<file path="src/rtl/core/dfspf_pkg.sv">
// Package for the depth-first path finder: sizes, microcode encodings and
// the control store holding the search program.
// No dependencies; imported by dfs_path_finder and its checker.
package dfspf_pkg;

   // Sizes of the room space and of the fields that carry room numbers.
   localparam int ROOMS    = 16;
   localparam int ROOM_W   = 4;
   localparam int DEPTH_W  = $clog2(ROOMS + 1);
   localparam int ROW_W    = ROOMS;
   localparam int CSR_W    = 32;
   localparam int PADDR_W  = 3;
   localparam int COUNT_W  = 5;
   localparam logic [COUNT_W-1:0] ROOM_COUNT_RESET = COUNT_W'(16);

   // Configuration register indexes.
   localparam logic REG_ROOM_COUNT = 1'b0;
   localparam logic REG_START_ROOM = 1'b1;

   // Input item function codes.
   localparam logic FUNC_LOAD = 1'b0;
   localparam logic FUNC_FIND = 1'b1;

   // Addresses of the steps in the control store.
   localparam int STEP_W = 3;
   typedef logic [STEP_W-1:0] step_type;
   localparam step_type ST_IDLE   = 3'd0;
   localparam step_type ST_INIT   = 3'd1;
   localparam step_type ST_EMPTY  = 3'd2;
   localparam step_type ST_ATDEST = 3'd3;
   localparam step_type ST_SCAN   = 3'd4;
   localparam step_type ST_EMIT   = 3'd5;
   localparam step_type ST_FAIL   = 3'd6;

   // Datapath operation selected by a control word.
   typedef enum logic [2:0] {
      OP_IDLE,
      OP_INIT,
      OP_NONE,
      OP_SCAN,
      OP_EMIT,
      OP_FAIL
   } op_type;

   // Branch condition tested by a control word.
   typedef enum logic [2:0] {
      C_ALWAYS,
      C_FIND,
      C_RANGE_BAD,
      C_EMPTY,
      C_AT_DEST,
      C_LAST
   } cond_type;

   // One control word: operation, condition and the two branch targets.
   typedef struct packed {
      op_type   op;
      cond_type cond;
      step_type on_true;
      step_type on_false;
   } ctrl_type;

   // The search program. Each scan step pushes one neighbour or pops one room.
   function automatic ctrl_type ctrl_rom(input step_type step);
      ctrl_type cw;
      case (step)
         ST_IDLE:   cw = '{OP_IDLE, C_FIND,      ST_INIT,  ST_IDLE};
         ST_INIT:   cw = '{OP_INIT, C_RANGE_BAD, ST_FAIL,  ST_EMPTY};
         ST_EMPTY:  cw = '{OP_NONE, C_EMPTY,     ST_FAIL,  ST_ATDEST};
         ST_ATDEST: cw = '{OP_NONE, C_AT_DEST,   ST_EMIT,  ST_SCAN};
         ST_SCAN:   cw = '{OP_SCAN, C_ALWAYS,    ST_EMPTY, ST_EMPTY};
         ST_EMIT:   cw = '{OP_EMIT, C_LAST,      ST_IDLE,  ST_EMIT};
         ST_FAIL:   cw = '{OP_FAIL, C_ALWAYS,    ST_IDLE,  ST_IDLE};
         default:   cw = '{OP_NONE, C_ALWAYS,    ST_IDLE,  ST_IDLE};
      endcase
      return cw;
   endfunction

endpackage

</file>
<file path="src/rtl/core/dfs_path_finder.sv">
// Top level of the depth-first path finder: APB register port, microcoded
// sequencer, adjacency store, search stack and result register.
// Depends on dfspf_pkg.
//
// An input transaction is taken at a rising edge with start high and busy
// low. A load (req_func at load) writes req_row_bits to adjacency row
// req_row_index at once and busy stays low. A find runs a depth-first search
// from start_room to req_destination over the first room_count rooms.
// Results leave one per cycle on rsp_room, rsp_found and rsp_last, each
// marked by rsp_valid for one cycle; the receiver cannot stall them. A found
// path comes out start room first with rsp_last on the destination, else the
// start room alone with rsp_found low.
// Sequence: a set-up step, then for each stack push or pop the three steps
// test empty, test destination and row scan. busy stays high through them
// and through the emit steps that send a found path, or the fail step when
// unreachable; an endpoint outside the rooms in use goes from set-up straight
// to the fail step. busy drops in the cycle that shows the final result,
// so the next transaction can be taken there.
// Reset (synchronous, active high) idles the sequencer and sets room_count to
// 16 and start_room to 0; adjacency rows are undefined until loaded.
module dfs_path_finder (
   input  logic                           clock,
   input  logic                           reset,
   // Input channel
   input  logic                           start,
   output logic                           busy,
   input  logic                           req_func,
   input  logic [dfspf_pkg::ROOM_W-1:0]   req_row_index,
   input  logic [dfspf_pkg::ROW_W-1:0]    req_row_bits,
   input  logic [dfspf_pkg::ROOM_W-1:0]   req_destination,
   // Result channel
   output logic                           rsp_valid,
   output logic [dfspf_pkg::ROOM_W-1:0]   rsp_room,
   output logic                           rsp_found,
   output logic                           rsp_last,
   // Configuration port
   input  logic                           psel,
   input  logic                           penable,
   input  logic                           pwrite,
   input  logic [dfspf_pkg::PADDR_W-1:0]  paddr,
   input  logic [dfspf_pkg::CSR_W-1:0]    pwdata,
   output logic [dfspf_pkg::CSR_W-1:0]    prdata,
   output logic                           pready
);
   import dfspf_pkg::*;

   // Registers
   logic [COUNT_W-1:0]  room_count_ff;
   logic [ROOM_W-1:0]   start_room_ff;
   step_type            step_ff, step_in;
   logic [ROOM_W-1:0]   dest_ff;
   logic [DEPTH_W-1:0]  depth_ff;
   logic [DEPTH_W-1:0]  emit_ff;
   logic [ROW_W-1:0]    visited_ff;
   logic                rsp_valid_ff, rsp_found_ff, rsp_last_ff;
   logic [ROOM_W-1:0]   rsp_room_ff;
   logic [ROW_W-1:0]    adj_ff      [ROOMS];
   logic [ROOM_W-1:0]   stack_ff    [ROOMS];
   logic [DEPTH_W-1:0]  next_try_ff [ROOMS];

   // Combinational signals
   ctrl_type            cw;
   logic                cond_true;
   logic                csr_write;
   logic                take;
   logic [DEPTH_W-1:0]  rooms_used;
   logic                range_bad;
   logic [ROOM_W-1:0]   rd_addr;
   logic [ROOM_W-1:0]   top_room;
   logic [DEPTH_W-1:0]  top_next;
   logic [ROW_W-1:0]    top_row;
   logic [ROW_W-1:0]    cand;
   logic [ROW_W-1:0]    cand_low;
   logic [ROOM_W-1:0]   cand_idx;
   logic                emit_last;

   // Register port: writes complete in the access phase, reads are direct.
   assign pready    = 1'b1;
   assign csr_write = psel & penable & pwrite & pready;

   always_comb begin
      if (paddr[2] == REG_START_ROOM) begin
         prdata = CSR_W'(start_room_ff);
      end else begin
         prdata = CSR_W'(room_count_ff);
      end
   end

   always_ff @(posedge clock) begin
      if (reset) begin
         room_count_ff <= ROOM_COUNT_RESET;
         start_room_ff <= '0;
      end else if (csr_write) begin
         if (paddr[2] == REG_START_ROOM) begin
            start_room_ff <= pwdata[ROOM_W-1:0];
         end else begin
            room_count_ff <= pwdata[COUNT_W-1:0];
         end
      end
   end

   // Rooms in use: room_count clamped to the range one to ROOMS.
   always_comb begin
      if (room_count_ff == '0) begin
         rooms_used = DEPTH_W'(1);
      end else if (COUNT_W'(room_count_ff) > COUNT_W'(ROOMS)) begin
         rooms_used = DEPTH_W'(ROOMS);
      end else begin
         rooms_used = DEPTH_W'(room_count_ff);
      end
   end

   assign range_bad = (DEPTH_W'(start_room_ff) >= rooms_used)
                    | (DEPTH_W'(dest_ff) >= rooms_used);

   // Control store fetch and input handshake.
   assign cw   = ctrl_rom(step_ff);
   assign busy = (cw.op != OP_IDLE);
   assign take = start & ~busy;

   // The stack has a single read address: the top while searching, the
   // emit pointer while the path goes out.
   assign rd_addr  = (cw.op == OP_EMIT) ? emit_ff[ROOM_W-1:0]
                                        : ROOM_W'(depth_ff - DEPTH_W'(1));
   assign top_room = stack_ff[rd_addr];
   assign top_next = next_try_ff[rd_addr];
   assign top_row  = adj_ff[top_room];
   assign emit_last = (emit_ff + DEPTH_W'(1)) == depth_ff;

   // Neighbour candidates of the top room, from its resume point upwards.
   always_comb begin
      for (int j = 0; j < ROOMS; j++) begin
         cand[j] = top_row[j] & ~visited_ff[j]
                 & (ROOM_W'(j) != top_room)
                 & (DEPTH_W'(j) >= top_next)
                 & (DEPTH_W'(j) < rooms_used);
      end
   end

   // Lowest candidate: isolate the lowest set bit, then encode it.
   assign cand_low = cand & (~cand + ROW_W'(1));

   always_comb begin
      cand_idx = '0;
      for (int j = 0; j < ROOMS; j++) begin
         if (cand_low[j]) begin
            cand_idx = cand_idx | ROOM_W'(j);
         end
      end
   end

   // Branch condition of the current control word.
   always_comb begin
      case (cw.cond)
         C_ALWAYS:    cond_true = 1'b1;
         C_FIND:      cond_true = take & (req_func == FUNC_FIND);
         C_RANGE_BAD: cond_true = range_bad;
         C_EMPTY:     cond_true = (depth_ff == '0);
         C_AT_DEST:   cond_true = (top_room == dest_ff);
         C_LAST:      cond_true = emit_last;
         default:     cond_true = 1'b0;
      endcase
   end

   assign step_in = cond_true ? cw.on_true : cw.on_false;

   // Sequencer step counter and result register.
   always_ff @(posedge clock) begin
      if (reset) begin
         step_ff      <= ST_IDLE;
         rsp_valid_ff <= 1'b0;
      end else begin
         step_ff      <= step_in;
         rsp_valid_ff <= (cw.op == OP_EMIT) | (cw.op == OP_FAIL);
      end
      case (cw.op)
         OP_EMIT: begin
            rsp_room_ff  <= top_room;
            rsp_found_ff <= 1'b1;
            rsp_last_ff  <= emit_last;
         end
         default: begin
            rsp_room_ff  <= start_room_ff;
            rsp_found_ff <= 1'b0;
            rsp_last_ff  <= 1'b1;
         end
      endcase
   end

   // Search datapath: adjacency loads, stack pushes and pops, visited marks.
   always_ff @(posedge clock) begin
      if (reset) begin
         depth_ff   <= '0;
         visited_ff <= '0;
         emit_ff    <= '0;
      end else begin
         case (cw.op)
            OP_IDLE: begin
               if (take) begin
                  dest_ff <= req_destination;
                  if (req_func == FUNC_LOAD) begin
                     adj_ff[req_row_index] <= req_row_bits;
                  end
               end
            end
            OP_INIT: begin
               emit_ff <= '0;
               if (!range_bad) begin
                  stack_ff[0]    <= start_room_ff;
                  next_try_ff[0] <= '0;
                  depth_ff       <= DEPTH_W'(1);
                  visited_ff     <= ROW_W'(1) << start_room_ff;
               end else begin
                  depth_ff   <= '0;
                  visited_ff <= '0;
               end
            end
            OP_SCAN: begin
               if (cand != '0) begin
                  next_try_ff[rd_addr] <= DEPTH_W'(cand_idx) + DEPTH_W'(1);
                  visited_ff           <= visited_ff | cand_low;
                  if (depth_ff < rooms_used) begin
                     stack_ff[depth_ff[ROOM_W-1:0]]    <= cand_idx;
                     next_try_ff[depth_ff[ROOM_W-1:0]] <= '0;
                     depth_ff                          <= depth_ff + DEPTH_W'(1);
                  end
               end else begin
                  depth_ff <= depth_ff - DEPTH_W'(1);
               end
            end
            OP_EMIT: begin
               emit_ff <= emit_ff + DEPTH_W'(1);
            end
            OP_FAIL: begin
               depth_ff <= '0;
            end
            default: begin
            end
         endcase
      end
   end

   assign rsp_valid = rsp_valid_ff;
   assign rsp_room  = rsp_room_ff;
   assign rsp_found = rsp_found_ff;
   assign rsp_last  = rsp_last_ff;

endmodule

</file>
<file path="config.mk">
export PLATFORM = sky130hd
export DESIGN_NAME = dfs_path_finder
export DESIGN_NICKNAME = d
export VERILOG_FILES = /design/src/rtl/core/dfspf_pkg.sv /design/src/rtl/core/dfs_path_finder.sv
export SDC_FILE = /design/constraint.sdc
export NUM_CORES = 1
export LEC_CHECK = 0
export BUFFER_PORTS_ARGS = -buffer_cell sky130_fd_sc_hd__buf_2
export CAP_MARGIN = 20
export CORE_MARGIN = 3
export CORE_UTILIZATION = 40
export CTS_BUF_LIST = sky130_fd_sc_hd__clkbuf_16
export CTS_CLUSTER_DIAMETER = 120
export DETAILED_ROUTE_END_ITERATION = 8
export HOLD_SLACK_MARGIN = 0.02
export PLACE_DENSITY = 0.58
export SLEW_MARGIN = 10
export SYNTH_ARGS = -nofsm -noshare
export SYNTH_HDL_FRONTEND = slang
export SYNTH_SLANG_ARGS = --single-unit
</file>
<file path="constraint.sdc">
create_clock -name clock -period 7.5 [get_ports clock]
set_clock_uncertainty 0.1 [all_clocks]
set_input_delay 1.5 -clock clock [delete_from_list [all_inputs] [get_ports clock]]
set_output_delay 1.5 -clock clock [all_outputs]
set_load 0.01 [all_outputs]
</file>
==> flow_summary_export.csv <==
group,metric,value,unit
drt,drc,0,
drt,routed_wl,62600,um
timing,rsz0062_at_grt,"no",
clocking,hold_buffers,0,
yosys,synth_cell_types,111,
yosys,synth_ff_type,"edfxtp_1",
worst_setup_path,cp-end-kind,"flop",
global_routing,track_usage,21.7,%
worst_setup_path,start_kind,"flop",
yosys,yosysWarnings,0,
timing,finalCritPeriodShare,92.8,%
yosys,synth_seq_cells,433,
worst_setup_path,worstSetupPathType,"flop to flop",
global_routing,grt_pass1_vias,14900,
yosys,ys_seq_area_share,54.4,%
power_and_ir_drop,vdd_drop_max,0.000713,V
clocking,insertion_delay,0.59,ns
worst_setup_path,crit_slowest_cell,"or4_2",
clocking,ctsLongestPathBuffers,3,
placed_design,dp.final_hpwl,42000,um
drt,num_vias,15200,
power_and_ir_drop,power.density,486,nW/um^2
worst_setup_path,arrival,7.38,ns
drt,dr.pass1.iters,5,
floorplan,rows,84,
clocking,clock-sinks,433,
drt,antenna_left,0,
yosys,netlist_instances,1853,
yosys,ys_async_sr_fraction,0,%
timing,maxSlewViolCount,0,
finish,layout-area-overhead-vs-synth,11.3,%
floorplan,die_x,238,um
worst_setup_path,crit_path_max_incr_delay,0.84,ns
timing,hold_viol_final,0,
timing,maxSlewHeadroom,32.6,%
worst_setup_path,path_cells,"inv_2 > ha_1 > a21o_2 > buf_4 > mux2i_1 > a211oi_2 > or4_2 > nor2_1 > a221o_1 > o2111ai_1 > or4_1 > nand4_2 > or2_2 > nor3b_1 > a2111o_1 > ha_1 > and3_1 > mux2i_1 > nor2_1",
drt,wire_per_inst,23.8,um
floorplan,die_area,56800,um^2
clocking,htreeDepth,2,
global_routing,antenna_found_initial,0,
clocking,post_cts_buffers,0,
global_routing,grt_remaining_overflow,0,
clocking,cts_resized,0,
finish,antenna_cells,0,
finish,final_nets,1987,
clocking,cts.clk_slew.worst_paths,0.06,ns
timing,fmax,144,MHz
power_and_ir_drop,clockPowerShare,19.2,%
floorplan,io_pins,107,
timing,worst_pin_slew,1.01,ns
yosys,synth-simple-area-share,15.7,%
worst_setup_path,required,7.92,ns
power_and_ir_drop,p_comb_share,57.1,%
yosys,yosys-mux-area-fraction,12.2,%
worst_hold_path,hold_class,"flop to flop",
clocking,cts_tree,"built",
yosys,synth_compound_area_share,11.1,%
power_and_ir_drop,swShare,46.8,%
global_routing,grt_max_degree,48,
clocking,cts_buffers,46,
power_and_ir_drop,switchingPower,5470,uW
global_routing,grt_pass1_wl,93800,um
run,maxCapViolations,0,
finish,layout-drive-gt1-share,18.0,%
worst_setup_path,cp_top_family,"simple AND/OR/NAND/NOR gates",
power_and_ir_drop,p_leak,0.00837,uW
placed_design,dp_cells,2542,
floorplan,core,53000,um^2
yosys,synth_top_family_by_area,"simple AND/OR/NAND/NOR gates",
floorplan,initial_core_util,40.8,%
worst_setup_path,path_buf_inv,2,
timing,setup_viol,0,
timing,min_period,6.96,ns
power_and_ir_drop,seq_power_share,23.6,%
drt,drt-vias-per-instance,5.79,
power_and_ir_drop,p_int,6230,uW
yosys,syn_area,21600,um^2
yosys,synth_edf_count,308,
finish,instances_no_fill,2626,
drt,drt_iter0_drc,1170,
worst_setup_path,crit_fanout,20,
clocking,root_buffer,"clkbuf_16",
placed_design,finalWeightedCongestion,0.896,
yosys,synth-xor-area-share,0.649,%
floorplan,die_h,238,um
yosys,synthAdderAreaFrac,1.04,%
timing,tns,0,ns
run_status,status,"completed",
yosys,avgSynthCellArea,11.7,um^2
placed_design,io_buffers,49,
[registers in the layout (all words and copies together) (netlist names)]
name / cells
visited_ff: 16
step_ff: 3
emit_ff: 5
adj_ff: 240
rsp_valid: 1
next_try_ff: 80
rsp_found: 1
stack_ff: 64
start_room_ff: 4
dest_ff: 4
rsp_last: 1
room_count_ff: 5
depth_ff: 5
rsp_room: 4
[synth_stat cells, types with 7 or more instances]
| cell | count | area share, % |
|---|---|---|
| inv_1 | 24 | 0.42 |
| xnor2_1 | 9 | 0.36 |
| a22oi_1 | 12 | 0.42 |
| buf_4 | 40 | 1.4 |
| dfxtp_1 | 125 | 12 |
| nor4_4 | 16 | 1.6 |
| clkbuf_1 | 39 | 0.68 |
| nand2_1 | 211 | 3.7 |
| mux4_2 | 17 | 1.8 |
| a221oi_1 | 10 | 0.41 |
| buf_2 | 39 | 0.90 |
| a32oi_1 | 7 | 0.28 |
| buf_6 | 21 | 1.1 |
| o21ai_0 | 64 | 1.5 |
| or3_1 | 11 | 0.32 |
| a211oi_1 | 32 | 1.1 |
| mux2_2 | 46 | 2.4 |
| and2_1 | 7 | 0.20 |
| nor2_1 | 147 | 2.6 |
| mux2i_1 | 167 | 7.7 |
| xor2_1 | 7 | 0.28 |
| nand4_1 | 7 | 0.20 |
| nor3_1 | 53 | 1.2 |
| o22ai_1 | 23 | 0.67 |
| buf_1 | 8 | 0.14 |
| o21ai_1 | 15 | 0.35 |
| ha_1 | 18 | 1.0 |
| o32ai_1 | 8 | 0.32 |
| nand3_1 | 68 | 1.6 |
| nand2b_1 | 17 | 0.49 |
| edfxtp_1 | 308 | 43 |
| or4_1 | 26 | 0.90 |
| a21oi_1 | 73 | 1.7 |
| nor2b_1 | 8 | 0.23 |
[routing by layer]
| layer | GRT usage [%] | vias up | wire, um | part of all wire [%] |
|---|---|---|---|---|
| met5 | 0 | - | 0 | 0 |
| met1 | 28.7 | 7561 | 26600 | 42 |
| met3 | 2.88 | 119 | 3510 | 5.6 |
| met4 | 6.91 | 0 | 1990 | 3.2 |
| met2 | 37.0 | 472 | 30500 | 49 |
| li1 | - | 7048 | - | - |
[worst register-to-register path, stage by stage (launching register included)]
cell,delay [ns]
dfxtp_2,0.33
inv_2,0.10
ha_1,0.38
a21o_2,0.53
buf_4,0.27
mux2i_1,0.23
a211oi_2,0.14
or4_2,0.84
nor2_1,0.40
a221o_1,0.28
o2111ai_1,0.23
or4_1,0.71
nand4_2,0.26
or2_2,0.27
nor3b_1,0.10
a2111o_1,0.41
ha_1,0.30
and3_1,0.69
mux2i_1,0.20
nor2_1,0.12
[per-stage QoR]
step	instance area, um^2	setup slack [ns]	utilization, %	total power (uW)	hold slack [ns]
2_1_floorplan	21700	1.43	-	7320	0.329
3_3_place_gp	22500	0.549	42.5	9370	0.339
3_5_place_dp	22600	0.609	42.6	9410	0.346
4_1_cts	24000	0.566	45.4	11700	0.353
5_1_grt	24000	0.208	45.4	12300	0.378
6_report	24000	0.539	45.4	11700	0.350
[layout by cell type, fill, tap and decap left out, drive strengths merged, types with 9 or more instances in the layout]
cell    instances
inv            39
mux2           49
nand2         216
clkinv         18
nand2b         17
mux4           17
a21oi          75
nand4          11
mux2i         168
o21ai          81
a22oi          13
a211oi         35
o22ai          27
nor4           24
nor2          148
ha             18
a221oi         10
nand3          69
buf           126
clkbuf         46
conb           28
nor3           55
edfxtp        308
or4            30
or3            11
dfxtp         125
xnor2           9
[cells by family (layout without fill, tap and decap cells)]
logic type      after synthesis  in the layout
compound gates              339            339
xor+xnor                     16             16
fa+ha+maj                    18             18
buf+inv                     177            236
flops                       433            433
mux                         234            234
other cells                   2             28
simple gates                634            634
[power groups by stage]
| stage | combinational (uW) | clock, uW | sequential (uW) |
|---|---|---|---|
| after CTS | 6630 | 2280 | 2760 |
| after global placement | 6560 | 0 | 2810 |
| after detailed placement | 6600 | 0 | 2810 |
| after global routing | 7120 | 2380 | 2770 |
| after floorplan | 4530 | 0 | 2790 |
| final | 6680 | 2250 | 2770 |
[path summary, 6_finish.rpt]
kind	to	from	slack [ns]	cells past startpoint
worst max register to register	next_try_ff[12][1]$_SDFFE_PP0P_	depth_ff[0]$_SDFFE_PP0P_	0.54	19
worst min register to register	next_try_ff[5][4]$_SDFFE_PP0P_	next_try_ff[5][4]$_SDFFE_PP0P_	0.35	2
worst max-delay path	next_try_ff[12][1]$_SDFFE_PP0P_	depth_ff[0]$_SDFFE_PP0P_	0.54	19
worst min-delay path	next_try_ff[5][4]$_SDFFE_PP0P_	next_try_ff[5][4]$_SDFFE_PP0P_	0.35	2
[final cells by class]
cell class	count	area, um^2
Fill cell	4911	28900
Sequential cell	433	11800
Multi-Input combinational cell	1269	8960
Clock buffer	46	1150
Timing Repair Buffer	126	888
Tap cell	688	861
Clock inverter	37	323
Inverter	27	104
Note: power is estimated with default switching activity, not from simulation.
